[src/rtl/ibc_pkg.sv]
//------------------------------------------------------------------------------
// ibc_pkg
// Shared types, constants and codes for the interpolated bigram cost block.
//------------------------------------------------------------------------------
package ibc_pkg;

	localparam int unsigned WORDS_DEF   = 65536;
	localparam int unsigned ENTRIES_DEF = 1048576;

	localparam int CFG_IDX_W = 3;
	localparam logic [CFG_IDX_W-1:0] CFG_BIGRAM_ENABLE  = 3'd0;
	localparam logic [CFG_IDX_W-1:0] CFG_LAMBDA_BIGRAM  = 3'd1;
	localparam logic [CFG_IDX_W-1:0] CFG_LAMBDA_UNIGRAM = 3'd2;
	localparam logic [CFG_IDX_W-1:0] CFG_TOTAL_COUNT    = 3'd3;
	localparam logic [CFG_IDX_W-1:0] CFG_VOCAB_SIZE     = 3'd4;

	localparam logic [1:0] REQ_UNIGRAM = 2'd0;
	localparam logic [1:0] REQ_ENTRY   = 2'd1;
	localparam logic [1:0] REQ_HEADER  = 2'd2;
	localparam logic [1:0] REQ_QUERY   = 2'd3;

	localparam logic [20:0] LEN_MAX = 21'h1FFFFF;
	localparam logic [16:0] LN2_Q16 = 17'd45426;

	typedef struct packed {
		logic [1:0]  req_type;
		logic [16:0] word_index;
		logic [16:0] prev_word;
		logic [31:0] count;
		logic [19:0] entry_slot;
	} req_t;

	typedef struct packed {
		logic [15:0] cost;
		logic        bigram_hit;
	} rsp_t;

	typedef struct packed {
		logic [CFG_IDX_W-1:0] index;
		logic [31:0]          data;
	} cfg_t;

	typedef enum logic [4:0] {
		ST_IDLE, ST_CLEAR, ST_WRITE, ST_RD_CUR, ST_WT_CUR, ST_RD_PREV, ST_WT_PREV,
		ST_FLOOR, ST_DIV_FLOOR, ST_UNI, ST_DIV_UNI, ST_PROBE, ST_WT_PROBE, ST_CHECK,
		ST_BIG, ST_DIV_BIG, ST_LOG_NORM, ST_LOG_SQ, ST_LOG_SQ2, ST_LOG_OUT, ST_OUT
	} state_t;

	// controller to datapath commands
	typedef struct packed {
		logic clr_step;
		logic do_write;
		logic rd_cur;
		logic rd_prev;
		logic cap_cur;
		logic cap_prev;
		logic ld_floor;
		logic ld_uni;
		logic ld_big;
		logic div_step;
		logic add_term;
		logic probe;
		logic check;
		logic log_norm;
		logic log_sq;
		logic log_sq2;
		logic log_out;
	} cmd_t;

	typedef struct packed {
		logic clr_done;
		logic div_done;
		logic found;
		logic search_end;
		logic log_done;
		logic cur_ok;
		logic prev_ok;
		logic use_big;
		logic uni_ok;
		logic floor_ok;
	} sts_t;

endpackage

[src/rtl/ibc_ctrl.sv]
//------------------------------------------------------------------------------
// ibc_ctrl
// Sequencer for loads, list clearing, search, division and logarithm.
//------------------------------------------------------------------------------
module ibc_ctrl import ibc_pkg::*; (
	input  logic       clk,
	input  logic       arst_n,
	input  logic       in_valid,
	input  logic [1:0] in_type,
	output logic       in_ready,
	output logic       out_valid,
	input  logic       out_ready,
	input  sts_t       sts,
	output cmd_t       cmd
);
	state_t state_q, state_d;

	always_ff @(posedge clk or negedge arst_n) begin
		if (!arst_n) begin
			state_q <= ST_CLEAR;
		end else begin
			state_q <= state_d;
		end
	end

	always_comb begin
		state_d   = state_q;
		cmd       = '0;
		in_ready  = 1'b0;
		out_valid = 1'b0;
		unique case (state_q)
			ST_CLEAR: begin
				cmd.clr_step = 1'b1;
				if (sts.clr_done) state_d = ST_IDLE;
			end
			ST_IDLE: begin
				in_ready = 1'b1;
				if (in_valid) state_d = (in_type == REQ_QUERY) ? ST_RD_CUR : ST_WRITE;
			end
			ST_WRITE: begin
				cmd.do_write = 1'b1;
				state_d = ST_IDLE;
			end
			ST_RD_CUR: begin
				cmd.rd_cur = 1'b1;
				state_d = ST_WT_CUR;
			end
			ST_WT_CUR: begin
				cmd.cap_cur = 1'b1;
				state_d = ST_RD_PREV;
			end
			ST_RD_PREV: begin
				cmd.rd_prev = 1'b1;
				state_d = ST_WT_PREV;
			end
			ST_WT_PREV: begin
				cmd.cap_prev = 1'b1;
				state_d = ST_FLOOR;
			end
			ST_FLOOR: begin
				cmd.ld_floor = 1'b1;
				state_d = sts.floor_ok ? ST_DIV_FLOOR : ST_UNI;
			end
			ST_DIV_FLOOR: begin
				cmd.div_step = 1'b1;
				if (sts.div_done) begin
					cmd.add_term = 1'b1;
					state_d = ST_UNI;
				end
			end
			ST_UNI: begin
				cmd.ld_uni = 1'b1;
				if (sts.uni_ok) state_d = ST_DIV_UNI;
				else if (sts.use_big) state_d = ST_PROBE;
				else state_d = ST_LOG_NORM;
			end
			ST_DIV_UNI: begin
				cmd.div_step = 1'b1;
				if (sts.div_done) begin
					cmd.add_term = 1'b1;
					state_d = sts.use_big ? ST_PROBE : ST_LOG_NORM;
				end
			end
			ST_PROBE: begin
				if (sts.search_end) begin
					state_d = ST_BIG;
				end else begin
					cmd.probe = 1'b1;
					state_d = ST_WT_PROBE;
				end
			end
			ST_WT_PROBE: state_d = ST_CHECK;
			ST_CHECK: begin
				cmd.check = 1'b1;
				state_d = sts.found ? ST_BIG : ST_PROBE;
			end
			ST_BIG: begin
				cmd.ld_big = 1'b1;
				state_d = sts.prev_ok ? ST_DIV_BIG : ST_LOG_NORM;
			end
			ST_DIV_BIG: begin
				cmd.div_step = 1'b1;
				if (sts.div_done) begin
					cmd.add_term = 1'b1;
					state_d = ST_LOG_NORM;
				end
			end
			ST_LOG_NORM: begin
				cmd.log_norm = 1'b1;
				state_d = sts.log_done ? ST_LOG_OUT : ST_LOG_SQ;
			end
			ST_LOG_SQ: begin
				cmd.log_sq = 1'b1;
				state_d = ST_LOG_SQ2;
			end
			ST_LOG_SQ2: begin
				cmd.log_sq2 = 1'b1;
				state_d = sts.log_done ? ST_LOG_OUT : ST_LOG_SQ;
			end
			ST_LOG_OUT: begin
				cmd.log_out = 1'b1;
				state_d = ST_OUT;
			end
			ST_OUT: begin
				out_valid = 1'b1;
				if (out_ready) state_d = ST_IDLE;
			end
			default: state_d = ST_IDLE;
		endcase
	end
endmodule

[config.mk]
export PLATFORM = sky130hd
export DESIGN_NAME = ibc_ctrl
export DESIGN_NICKNAME = d
export VERILOG_FILES = /design/src/rtl/ibc_pkg.sv /design/src/rtl/ibc_ctrl.sv
export SDC_FILE = /design/constraint.sdc
export NUM_CORES = 1
export LEC_CHECK = 0
export ABC_CLOCK_PERIOD_IN_PS = 1700
export BUFFER_PORTS_ARGS = -buffer_cell sky130_fd_sc_hd__buf_2
export CAP_MARGIN = 10
export CORE_MARGIN = 1.5
export CORE_UTILIZATION = 48
export CTS_BUF_LIST = sky130_fd_sc_hd__clkbuf_2
export CTS_CLUSTER_DIAMETER = 120
export DETAILED_ROUTE_END_ITERATION = 16
export GPL_TIMING_DRIVEN = 0
export PLACE_DENSITY = 0.84
export SETUP_SLACK_MARGIN = 0.2
export SKIP_CTS_REPAIR_TIMING = 1
export SYNTH_ARGS = -nofsm -noshare
export SYNTH_HDL_FRONTEND = slang
export SYNTH_SLANG_ARGS = --single-unit
[constraint.sdc]
create_clock -name clk -period 1.7 [get_ports clk]
set_input_delay 0.17 -clock clk [delete_from_list [all_inputs] [get_ports clk]]
set_output_delay 0.17 -clock clk [all_outputs]
set_load 0.1 [all_outputs]
==> flow_summary.toml, run 1 <==
[sta]
grt_worst_setup_endpoint = "out_valid"
worstEpCategory = "output port"

[yosys]
synth_seq_cells = 5
synth_edf_count = 0
synthAdderAreaFrac_pct = 0
synth_top_area_cell = "dfrtp_1"
synth-simple-area-share_pct = 40.4
synthTopCellsByArea = "dfrtp_1, nor2_1, nor3_1"
synth_xor_area_share_pct = 4.45
synthTopCellsByCount = "nor2_1, nor3_1, nand2_1"
avgSynthCellArea_um2 = 6.67
yosysSeqAreaShare_pct = 16.1
muxShareOfSynthArea_pct = 1.43
yosysMostFrequentCell = "nor2_1"
synth_cell_type_count = 38
syn_nets = 134
synth_warnings = 0
synth_top_family_by_area = "simple AND/OR/NAND/NOR gates"
synth_top_flop_cell = "dfrtp_1"
yosysTopAreaCellShare_pct = 12.7
synth-compound-area-share_pct = 27.3
syn_area_um2 = 787
syn_inst = 118
async_flop_share_pct = 100

[floorplan]
die_x_um = 43.5
rows = 14
start_util_pct = 51.6
ioPinCount = 35
fp.dieH_um = 43.5

[global_route]
grt_max_degree = 11

[clock_network]
root_buffer = "clkbuf_2"
numCtsBuffers = 3
cts_buffer_depth = 2
cts_htree_levels = 1
cts.sinks = 5

[placement]
dp.cells = 167
io_buffers = 33
gp_congestion = 0.918
dpl.hpwl_mm = 2.12
place_area_um2 = 1190
dpl_worst_slack_ns = -0.188

[run_status]
lastStage = "5_1_grt"
stop_error = "[ERROR DPL-0038] Utilization greater than 100%, impossible to legalize"
status = "aborted with a tool error"
[per-stage QoR]
stage / hold WS (ns) / TNS (ns) / util [%]
after floorplan: -0.126 / -1.21 / -
after global placement: -0.0153 / -1.19 / 78.3
after detailed placement: -0.00537 / -1.38 / 78.3
after CTS: -0.261 / -5.99 / 79.6
[kinds of logic after synthesis]
group,Yosys count
buf+inv,15
simple gates,61
compound gates,32
mux,1
flops,5
xor+xnor,4
==> run 2, diff against run 1 <==
--- a/config.mk
+++ b/config.mk
@@ -8,14 +8,11 @@
 export ABC_CLOCK_PERIOD_IN_PS = 1700
 export BUFFER_PORTS_ARGS = -buffer_cell sky130_fd_sc_hd__buf_2
 export CAP_MARGIN = 10
-export CORE_MARGIN = 1.5
-export CORE_UTILIZATION = 48
-export CTS_BUF_LIST = sky130_fd_sc_hd__clkbuf_2
-export CTS_CLUSTER_DIAMETER = 120
+export CORE_AREA = 2 2 63 65
 export DETAILED_ROUTE_END_ITERATION = 16
+export DIE_AREA = 0 0 65 67
 export GPL_TIMING_DRIVEN = 0
-export PLACE_DENSITY = 0.84
-export SETUP_SLACK_MARGIN = 0.2
+export PLACE_DENSITY_LB_ADDON = 0.15
 export SKIP_CTS_REPAIR_TIMING = 1
 export SYNTH_ARGS = -nofsm -noshare
 export SYNTH_HDL_FRONTEND = slang
==> flow_summary.toml, run 2 <==
[min_path]
hold_class = "input port to flip-flop"
hold_path_depth = 2

[drt]
drt_iter0_markers = 53
routed_wl_mm = 3.47
drt-pass1-iter-count = 4
drc = 0
vias = 1116
viasPerCell = 4.89
avgRoutedWirePerCell_um = 15.2
ant_nets = 0

[clock_network]
cts_htree_levels = 1
cts_buffer_depth = 2
cts.sinks = 5
clk_pin_slew_worst_paths_ns = 0.03
clk_latency_ns = 0.22
root_buffer = "clkbuf_8"
tritoncts = "done"
numCtsBuffers = 3

[global_route]
grt_first_pass_wirelength_mm = 4.57
antenna_found_initial = 0
grt_overflow = 0
grt.total_usage_pct = 13.5
grt_max_degree = 11
first_global_vias = 967

[sta]
min_period_ns = 1.78
fin_skew_ns = 0.00241
fin_crit_sh_pct = 104
worstMarginPinSlew_ns = 0.400
setup_viol = 9
slew_headroom_pct = 73.0
fin_ws_ns = -0.0763
slew_viol_final = 0
hold_viol = 0
rsz0062_at_grt = "true"
fmax_ghz = 0.563
hold-worst-slack_ns = 0.191

[final_layout]
layout_common_cells = "buf_4, buf_12, nor2_4, buf_2, buf_6"
area_growth_pct = 140
n_antenna_cell = 0
final_cells = 228
drive_gt1_share_pct = 65.0
nNetsFinal = 197
n_fill_cell = 319
finish.instance_area_um2 = 1890
layout_commonest_cell = "buf_4"
regMostFlops = "state_q"
post-route-util_pct = 52.4
largest_reg_flops = 5
top_regs = "state_q x5"

[setup_path]
endpoint_kind = "primary output"
crit_type = "flip-flop to primary output"
critical_path_arrival_ns = 1.61
worst_setup_path_start_kind = "flip-flop"
required_ns = 1.53
path_max_fanout = 9
r2r_cells = 7

[run_status]
status = "finished with violations"
violations = "setup timing"

[yosys]
avgSynthCellArea_um2 = 6.67
synth_top_area_cell = "dfrtp_1"
synth_warnings = 0
yosysTopAreaCellShare_pct = 12.7
synthTopCellsByCount = "nor2_1, nor3_1, nand2_1"
async_flop_share_pct = 100
syn_inst = 118
synth_edf_count = 0
synth_cell_type_count = 38
synth_top_flop_cell = "dfrtp_1"
yosysMostFrequentCell = "nor2_1"
yosysSeqAreaShare_pct = 16.1
syn_area_um2 = 787
synthTopCellsByArea = "dfrtp_1, nor2_1, nor3_1"
syn_nets = 134
synth_seq_cells = 5

[placement]
dpl_worst_slack_ns = -0.255
io_buffers = 33
gp_congestion = 0.831
dp.cells = 199
dpl.hpwl_mm = 2.29
place_area_um2 = 1170

[pwr]
irDropWorstVdd_uv = 764
powerDensity_nw_per_um2 = 1900
leakagePower_uw = 0.000731

[floorplan]
core_area_um2 = 3610
die_x_um = 65
ioPinCount = 35
dieArea_um2 = 4360
start_util_pct = 21.8
rows = 22
fp.dieH_um = 67

[job]
maxCapViolations = 0
## run 2: cell counts after synthesis
Identical to the previous run, type by type.
## run 2: cell type report
cell class	instances	area, um^2	share of cell area [%]
Multi-Input combinational cell	98	853	45.2
Timing Repair Buffer	58	648	34.3
Sequential cell	5	129	6.82
Buffer	9	125	6.62
Tap cell	48	60.1	3.18
Clock buffer	4	45.0	2.38
Inverter	6	28.8	1.52
## run 2: kinds of logic after synthesis
logic type / count (synthesis) / share of synthesized area (%)
AND/OR/NAND/NOR: 61 / 40.4
AO/OA/AOI/OAI: 32 / 27.3
XOR/XNOR: 4 / 4.45
multiplexers: 1 / 1.43
buffers and inverters: 15 / 10.3
flip-flops: 5 / 16.1
## run 2: metrics by stage
| step | TNS [ns] | power [uW] |
|---|---|---|
| after floorplan | -2.36 | 1940 |
| after global placement | -2.89 | 2280 |
| after detailed placement | -2.70 | 2270 |
| after CTS | -7.16 | 2500 |
| after global routing | -1.16 | 3750 |
| final | -0.366 | 3580 |
## run 2: final timing paths
path | end | startpoint | slack, ns
worst max-delay path | cmd[15] | state_q[0] | -0.08
worst min-delay path | state_q[4] | out_ready | 0.19
worst max register to register | state_q[0] | state_q[1] | 0.01
worst min register to register | state_q[1] | state_q[2] | 0.73
max in group asynchronous | state_q[0] | arst_n | 1.20
min in group asynchronous | state_q[1] | arst_n | 0.29
## run 2: power by group
| group | total (uW) | internal, uW | switching, uW |
|---|---|---|---|
| Combinational | 3140 | 1340 | 1800 |
| Clock | 215 | 161 | 54.8 |
| Sequential | 225 | 174 | 51.3 |
## run 2: per-layer routing
layer / GRT usage, % / vias to the layer above / routed length, um
met2: 22.9 / 31 / 1770
met4: 1.60 / 0 / 10
met3: 1.69 / 2 / 160
li1: - / 547 / -
met5: 0 / - / 0
met1: 18.6 / 536 / 1530
## run 2: worst max-delay path, cell delays in order (launching register included)
cell and delay, ns:
dfstp_2 0.37, buf_8 0.14, buf_12 0.13, or3_4 0.42, nor2_4 0.13, buf_12 0.18
Power figures use the tool's default switching activity.
